===== config.mk =====
export PLATFORM = sky130hd
export DESIGN_NAME = timed_address_blocklist_core
export DESIGN_NICKNAME = d
export VERILOG_FILES = /design/src/tabl_pkg.sv /design/src/timed_address_blocklist_core.sv /design/src/tabl_mem.sv /design/src/tabl_eval.sv
export VERILOG_INCLUDE_DIRS = /design/src /design/src/src
export SDC_FILE = /design/constraint.sdc
export NUM_CORES = 2
export LEC_CHECK = 0
export ABC_AREA = 1
export BUFFER_PORTS_ARGS = -buffer_cell sky130_fd_sc_hd__buf_2
export CAP_MARGIN = 10
export CORE_ASPECT_RATIO = 0.8
export CORE_MARGIN = 1
export CORE_UTILIZATION = 30
export CTS_BUF_LIST = sky130_fd_sc_hd__clkbuf_8
export CTS_CLUSTER_SIZE = 10
export DETAILED_ROUTE_END_ITERATION = 12
export PLACE_DENSITY_LB_ADDON = 0.1
export REMOVE_ABC_BUFFERS = 1
export SLEW_MARGIN = 10
export SYNTH_ARGS = -nofsm -noshare
export SYNTH_HDL_FRONTEND = slang
export SYNTH_SLANG_ARGS = --single-unit

===== constraint.sdc =====
create_clock -name i_clk -period 4.1 [get_ports i_clk]
set_input_delay 1.23 -clock i_clk [delete_from_list [all_inputs] [get_ports i_clk]]
set_output_delay 1.23 -clock i_clk [all_outputs]
set_load 0.02 [all_outputs]

===== src/assert_macros.svh =====
// Assertion macros for the blocklist RTL.
`ifndef ASSERT_MACROS_SVH
`define ASSERT_MACROS_SVH

// Checked at every clock edge outside reset.
`define TABL_ASSERT(lbl, clk, rst_n, prop, msg) \
    lbl: assert property (@(posedge clk) disable iff (!rst_n) (prop)) \
        else $error(msg);

// Checked at every clock edge, reset included.
`define TABL_ASSERT_ALWAYS(lbl, clk, prop, msg) \
    lbl: assert property (@(posedge clk) (prop)) \
        else $error(msg);

`endif


===== src/tabl_pkg.sv =====
// Types and constants shared by the timed address blocklist modules.
package tabl_pkg;

    localparam logic [1:0] MODE_TICK    = 2'd0;
    localparam logic [1:0] MODE_CHECK   = 2'd1;
    localparam logic [1:0] MODE_EXCLUDE = 2'd2;

    localparam logic [15:0] BAN_DURATION_RESET = 16'd60;

    typedef struct packed {
        logic [1:0]  mode;
        logic [31:0] address;
    } t_in;

    typedef struct packed {
        logic       is_banned;
        logic       table_full;
        logic [5:0] slot_used;
        logic [6:0] released_count;
    } t_out;

    typedef struct packed {
        logic        valid;
        logic [15:0] remaining;
        logic [31:0] address;
    } t_entry;

    // Verdict of the entry unit on one table entry.
    typedef struct packed {
        logic   hit;
        logic   free;
        logic   release_entry;
        logic   wr_en;
        t_entry wr_entry;
    } t_eval;

endpackage


===== src/timed_address_blocklist_core.sv =====
// Every beat on the input names a tick, a check, an exclude or the unused mode, and gives
// exactly one result beat. The table sits in a single-port-read memory that is walked one
// entry per cycle through a shared entry unit, so a tick, a check that misses or an exclude
// into a full table walks every entry before the result register is loaded; a check that
// hits or an exclude that finds a free slot stops at that slot, and the unused mode goes
// straight to the result register. A finished result waits while the previous one is still
// held in the result register. The input is ready again once the result is registered.
// One beat is worked on at a time, and the input is not ready meanwhile. After reset a
// clearing pass marks every entry free before the first beat is taken; ban_duration writes
// are taken at any time.
`include "assert_macros.svh"

module timed_address_blocklist_core #(
    parameter int TABLE_ENTRIES = 64
) (
    input  logic            i_clk,
    input  logic            i_rst_n,
    input  logic            i_cfg_wr_en,
    input  logic [15:0]     i_cfg_wr_data,
    input  logic            i_in_valid,
    output logic            o_in_ready,
    input  tabl_pkg::t_in   i_in_data,
    output logic            o_out_valid,
    input  logic            i_out_ready,
    output tabl_pkg::t_out  o_out_data
);

    localparam int IW = $clog2(TABLE_ENTRIES);
    localparam int CW = $clog2(TABLE_ENTRIES + 1);
    localparam logic [CW-1:0] IDX_LAST = CW'(TABLE_ENTRIES - 1);
    localparam logic [CW-1:0] IDX_END  = CW'(TABLE_ENTRIES);

    typedef enum logic [1:0] {S_CLEAR, S_IDLE, S_SCAN, S_DRAIN} t_state;

    t_state           r_state;
    logic [CW-1:0]    r_idx;
    logic             r_pend;
    logic [IW-1:0]    r_pidx;
    logic [1:0]       r_mode;
    logic [31:0]      r_addr;
    logic [CW-1:0]    r_count;
    logic             r_banned;
    logic             r_full;
    logic [IW-1:0]    r_slot;
    logic [15:0]      r_ban_duration;
    logic             r_out_valid;
    tabl_pkg::t_out   r_out_data;
    tabl_pkg::t_out   n_out_data;

    logic             rd_en;
    logic             wr_en;
    logic [IW-1:0]    wr_addr;
    tabl_pkg::t_entry wr_data;
    tabl_pkg::t_entry rd_data;
    tabl_pkg::t_eval  ev;
    logic [IW+5:0]    slot_ext;
    logic [CW+6:0]    count_ext;

    tabl_mem #(
        .DEPTH (TABLE_ENTRIES),
        .AW    (IW)
    ) u_mem (
        .i_clk     (i_clk),
        .i_wr_en   (wr_en),
        .i_wr_addr (wr_addr),
        .i_wr_data (wr_data),
        .i_rd_en   (rd_en),
        .i_rd_addr (r_idx[IW-1:0]),
        .o_rd_data (rd_data)
    );

    tabl_eval u_eval (
        .i_mode         (r_mode),
        .i_address      (r_addr),
        .i_ban_duration (r_ban_duration),
        .i_entry        (rd_data),
        .o_eval         (ev)
    );

    // A read is issued at r_idx; its data, for slot r_pidx, is seen in the next cycle.
    assign rd_en = (r_state == S_SCAN) && (r_idx != IDX_END);

    always_comb begin
        wr_en   = 1'b0;
        wr_addr = r_pidx;
        wr_data = ev.wr_entry;
        if (r_state == S_CLEAR) begin
            wr_en   = 1'b1;
            wr_addr = r_idx[IW-1:0];
            wr_data = '0;
        end else if (r_state == S_SCAN) begin
            wr_en = r_pend && ev.wr_en;
        end
    end

    assign slot_ext  = {6'd0, r_slot};
    assign count_ext = {7'd0, r_count};

    always_comb begin
        n_out_data                = '0;
        n_out_data.is_banned      = r_banned;
        n_out_data.table_full     = r_full;
        n_out_data.slot_used      = slot_ext[5:0];
        n_out_data.released_count = count_ext[6:0];
    end

    always_ff @(posedge i_clk) begin
        if (!i_rst_n) begin
            r_ban_duration <= tabl_pkg::BAN_DURATION_RESET;
        end else if (i_cfg_wr_en) begin
            r_ban_duration <= i_cfg_wr_data;
        end
    end

    always_ff @(posedge i_clk) begin
        if (!i_rst_n) begin
            r_state     <= S_CLEAR;
            r_idx       <= '0;
            r_pend      <= 1'b0;
            r_out_valid <= 1'b0;
        end else begin
            // In the drain state the result register is handled below.
            if (r_out_valid && i_out_ready && r_state != S_DRAIN) begin
                r_out_valid <= 1'b0;
            end
            unique case (r_state)
                S_CLEAR: begin
                    if (r_idx == IDX_LAST) begin
                        r_state <= S_IDLE;
                    end else begin
                        r_idx <= r_idx + CW'(1);
                    end
                end
                S_IDLE: begin
                    if (i_in_valid) begin
                        r_mode   <= i_in_data.mode;
                        r_addr   <= i_in_data.address;
                        r_idx    <= '0;
                        r_pend   <= 1'b0;
                        r_count  <= '0;
                        r_banned <= 1'b0;
                        r_full   <= 1'b0;
                        r_slot   <= '0;
                        if (i_in_data.mode == tabl_pkg::MODE_TICK ||
                            i_in_data.mode == tabl_pkg::MODE_CHECK ||
                            i_in_data.mode == tabl_pkg::MODE_EXCLUDE) begin
                            r_state <= S_SCAN;
                        end else begin
                            r_state <= S_DRAIN;
                        end
                    end
                end
                S_SCAN: begin
                    r_pend <= rd_en;
                    if (rd_en) begin
                        r_idx  <= r_idx + CW'(1);
                        r_pidx <= r_idx[IW-1:0];
                    end
                    if (r_pend) begin
                        if (ev.release_entry) begin
                            r_count <= r_count + CW'(1);
                        end
                        if (ev.hit) begin
                            r_banned <= 1'b1;
                            r_state  <= S_DRAIN;
                        end
                        if (ev.free) begin
                            r_slot  <= r_pidx;
                            r_state <= S_DRAIN;
                        end
                    end else if (!rd_en) begin
                        // Walked the whole table without an early stop.
                        r_full  <= (r_mode == tabl_pkg::MODE_EXCLUDE);
                        r_state <= S_DRAIN;
                    end
                end
                S_DRAIN: begin
                    if (!r_out_valid || i_out_ready) begin
                        r_out_valid <= 1'b1;
                        r_out_data  <= n_out_data;
                        r_state     <= S_IDLE;
                    end
                end
                default: begin
                    r_state <= S_IDLE;
                end
            endcase
        end
    end

    assign o_in_ready  = (r_state == S_IDLE);
    assign o_out_valid = r_out_valid;
    assign o_out_data  = r_out_data;

    `TABL_ASSERT(a_no_beat_during_clear, i_clk, i_rst_n,
        $past(!i_rst_n) |-> !o_in_ready, "input ready during clearing pass")
    `TABL_ASSERT(a_busy_after_accept, i_clk, i_rst_n,
        (i_in_valid && o_in_ready) |=> !o_in_ready,
        "input ready right after a beat was accepted")
    `TABL_ASSERT(a_no_write_when_idle, i_clk, i_rst_n,
        (r_state == S_IDLE || r_state == S_DRAIN) |-> !wr_en,
        "table written outside scan or clear")
    `TABL_ASSERT(a_result_fields_exclusive, i_clk, i_rst_n,
        o_out_valid |-> !(o_out_data.is_banned && o_out_data.table_full),
        "result flags both banned and full")

endmodule


===== src/tabl_mem.sv =====
// Entry table memory: one write port and one registered read port.
module tabl_mem #(
    parameter int DEPTH = 64,
    parameter int AW    = 6
) (
    input  logic                  i_clk,
    input  logic                  i_wr_en,
    input  logic [AW-1:0]         i_wr_addr,
    input  tabl_pkg::t_entry      i_wr_data,
    input  logic                  i_rd_en,
    input  logic [AW-1:0]         i_rd_addr,
    output tabl_pkg::t_entry      o_rd_data
);

    tabl_pkg::t_entry r_mem [DEPTH];
    tabl_pkg::t_entry r_rd_data;

    always_ff @(posedge i_clk) begin
        if (i_wr_en) begin
            r_mem[i_wr_addr] <= i_wr_data;
        end
    end

    always_ff @(posedge i_clk) begin
        if (i_rd_en) begin
            r_rd_data <= r_mem[i_rd_addr];
        end
    end

    assign o_rd_data = r_rd_data;

endmodule


===== src/tabl_eval.sv =====
// Entry unit: compares, allocates or counts down one table entry per cycle.
module tabl_eval (
    input  logic [1:0]        i_mode,
    input  logic [31:0]       i_address,
    input  logic [15:0]       i_ban_duration,
    input  tabl_pkg::t_entry  i_entry,
    output tabl_pkg::t_eval   o_eval
);

    always_comb begin
        o_eval          = '0;
        o_eval.wr_entry = i_entry;
        unique case (i_mode)
            tabl_pkg::MODE_TICK: begin
                o_eval.wr_en = i_entry.valid;
                if (i_entry.remaining <= 16'd1) begin
                    o_eval.release_entry      = i_entry.valid;
                    o_eval.wr_entry.valid     = 1'b0;
                    o_eval.wr_entry.remaining = '0;
                end else begin
                    o_eval.wr_entry.remaining = i_entry.remaining - 16'd1;
                end
            end
            tabl_pkg::MODE_CHECK: begin
                o_eval.hit = i_entry.valid && (i_entry.address == i_address);
            end
            tabl_pkg::MODE_EXCLUDE: begin
                o_eval.free               = !i_entry.valid;
                o_eval.wr_en              = !i_entry.valid;
                o_eval.wr_entry.valid     = 1'b1;
                o_eval.wr_entry.remaining = i_ban_duration;
                o_eval.wr_entry.address   = i_address;
            end
            default: begin
            end
        endcase
    end

endmodule

==> results by group <==
Critical path
  • CP dominant cell by count: inv_1
  • Crit-path leading delay family: buffers and inverters
  • CP Capture Type: register
  • WS Path Type: reg2reg
  • Worst-path fanout max: 45
  • Startpoint Class: register
  • Slowest stage delay, CP: 0.63 ns
  • Required time of the worst setup path: ~4.9 ns
  • Worst path slowest cell: nand3_1
  • Arr. time, crit path: between 4 and 5 ns
  • Worst path bufs/invs: 4
  • Worst-path cell chain: inv_1, ha_1, o21ai_0, inv_1, nand3_1, buf_4, nor2_4, buf_12

Flow run
  • Max cap viols: 0

STA
  • Setup TNS: 0 ns
  • Max frequency: around 270 MHz
  • Hold WS: about 0.23 ns
  • Rel. slew slack: 0.0919
  • Crit share post-route: 0.887
  • Min Tclk post-route: 3.64 ns
  • Final Slew Violations: 0
  • Final setup fails: 0
  • Slew at the pin with the worst max-slew slack: 1.36 ns
  • Hold Vio Cnt, Final: 0
  • Worst setup margin: 0.462 ns
  • RSZ-0062 raised after global routing: false
  • Worst Skew: about 0.054 ns

Place
  • Placed Area: 0.138 mm^2
  • GPL Wtd Cong: 0.798
  • Placed cells: ~15000
  • I/O Buffers: 71
  • Pre-CTS setup slack: 0.522 ns
  • HPWL Detailed: 269000 um

Synth
  • Leading area contributor after synthesis: edfxtp_1
  • Asr flop ratio synth: 0
  • Top cells by area, synth: edfxtp_1 (76%), o21ai_0 (6.7%), nor2_1 (5.5%)
  • Synth top area share: 0.761
  • Sequential-to-total area share from yosys stat: 0.766
  • Synthesis Warnings: 0
  • EDFF count, synth: between 3000 and 4000
  • Synth Instances: 9839
  • Synth unique cells: 40
  • Top_reg_cell synth: edfxtp_1
  • Mapped cell area: approximately 0.13 mm^2
  • Yosys reg bits: 3282
  • Avg Cell Area, Syn: approximately 13 um^2

Power and ir drop
  • Pwr dens: 524 mW/mm^2
  • Pwr Total: 77.8 mW
  • Worst vdd ir: 0.000624 V
  • P_leak: 46.2 nW

Layout
  • Total Nets Final: 10300
  • Layout cells sized above 1: 0.120
  • Layout Cells excl Fill: 16300
  • Cell area after layout: 0.149 mm^2
  • Layout area overhead: 15.7%
  • Fin util: 0.349
  • # fillers: between 40000 and 50000

Die
  • Die H: 587 um
  • Boundary pin count: 72
  • Standard-cell row count: 214
  • Core ar.: 0.425 mm^2
  • Initial Utilization: 0.302
  • DIE AREA: roughly 0.43 mm^2
  • Die W: 733 um

Drt
  • Drt first pass iters: 6
  • Drt first-iter violations: ~8900
  • Via Count: 85200
  • Drc violations: 0
  • Routed WL: 493000 um
  • Avg WL per Cell: approximately 30 um
  • ANT nets after route: 0
  • Via density: 5.25

CTS
  • Clock sink total: 3282
  • CTS Hold Bufs: 0
  • # Post-CTS Setup Buffers: 0
  • Worst-Skew Late Latency: 1.24 ns
  • Num CTS Buffers: 566
  • Root Driver: clkbuf_8
  • H-tree Lvls: 6
  • Clk buf depth: 4
  • CTS resizes: 0
  • CTS tree: done
  • CTS clk-pin slew, worst paths: 0.06 ns

Global route
  • Vias in the first global route: 82300
  • First-pass GRT wire length: approximately 680000 um
  • Initial antenna violation count: 32
  • GRT Total Usage: 0.221
  • Largest net degree at the start of global routing: just over 200
  • Remaining global-route overflow: 0

Hold path
  • HP Class: in2reg

Outcome
  • Status: finished clean
==> sequential cells by signal (all words and copies together), names as in the netlist, 2 cells and up <==
register         count
o_out_data          15
r_slot               6
r_ban_duration      16
r_addr              32
u_mem.r_mem       3136
r_state              2
u_mem.o_rd_data     49
r_pidx               6
r_count              7
r_idx                7
r_mode               2
==> power by group <==
| group | total [mW] | internal (mW) | leakage (nW) | switching [mW] |
|---|---|---|---|---|
| registers | 39.0 | 38.8 | 27.6 | 0.268 |
| clock network | 27.7 | 13.7 | 5.76 | 14.0 |
| logic | 11.1 | 2.58 | 12.9 | 8.51 |
| total | 77.8 | 55.1 | 46.2 | 22.8 |
==> cell type report <==
cell class,count,area [um^2],area share
antenna,9,22.5,0.000152
inverter,80,332,0.00223
clock inverter,413,2110,0.0142
clock buffer,579,7970,0.0536
timing repair buffer,452,4890,0.0329
sequential,3282,98300,0.662
multi-input combinational,5820,27900,0.188
tap,5616,7030,0.0473
==> worst reg2reg max path, stage by stage (launching register included) <==
cell and delay (ns):
dfxtp_1 0.34, inv_1 0.10, ha_1 0.46, o21ai_0 0.36, inv_1 0.22, nand3_1 0.63, buf_4 0.41, nor2_4 0.14
buf_12 0.34
==> per-layer routing <==
metal	part of all wire	wire length, um	track usage
met4	0.027	13100	0.0607
met1	0.47	231000	0.328
met2	0.44	219000	0.339
met3	0.061	30100	0.0312
met5	0	0	0
==> cells in the final DEF, fill, tap and decap left out, types with 24 or more instances in the layout <==
cell	instances
a21oi_1	106
edfxtp_1	3255
clkinvlp_4	24
clkinv_1	136
o21ai_0	1717
nor2_4	97
inv_1	248
o211ai_1	26
nor2_1	1802
clkbuf_8	579
buf_4	247
clkinv_2	48
nand2_1	1007
o22ai_1	696
buf_2	71
buf_12	134
nand3_1	99
nand4_1	129
==> cell usage after synthesis (2+ instances only) <==
cell	n
buf_1	23
nor2_1	1897
nor3_1	10
buf_6	17
nor4_1	2
nand3_1	99
clkinv_1	3
ha_1	9
nand2_1	1008
o32ai_1	6
xnor2_1	13
o21ai_0	1718
nand4_1	129
a21oi_1	126
buf_2	174
nor2_2	3
or2_2	9
o22ai_1	696
and2_1	3
inv_2	3
edfxtp_1	3255
o21ai_1	22
o211ai_1	26
buf_4	23
xor2_1	18
inv_1	74
a31oi_1	6
o221ai_1	10
clkbuf_1	420
dfxtp_1	27
==> final timing paths <==
kind | start | to | slack, ns | depth (start not counted)
worst min-delay path | i_cfg_wr_data[5] | r_ban_duration[5]$_SDFFE_PN1P_ | 0.23 | 3
worst max-delay path | r_state[1]$_SDFFE_PN0P_ | u_mem.r_mem[43][8]$_DFFE_PP_ | 0.46 | 8
worst min register to register | r_slot[0]$_SDFFCE_PN0P_ | o_out_data[7]$_DFFE_PP_ | 0.43 | 0
worst max register to register | r_state[1]$_SDFFE_PN0P_ | u_mem.r_mem[43][8]$_DFFE_PP_ | 0.46 | 8
==> logic make-up (layout without fill, tap and decap cells) <==
family,after synthesis,in the layout,share of synthesized area
AO/OA/AOI/OAI,2616,2616,0.110
other,0,9,0
flip-flops,3282,3282,0.766
AND/OR/NAND/NOR,3163,3163,0.0965
multiplexers,1,1,0.0000780
buffers and inverters,737,1524,0.0249
XOR/XNOR,31,31,0.00211
adder cells (fa/ha/maj),9,9,0.000877
Power figures use the tool's default switching activity.
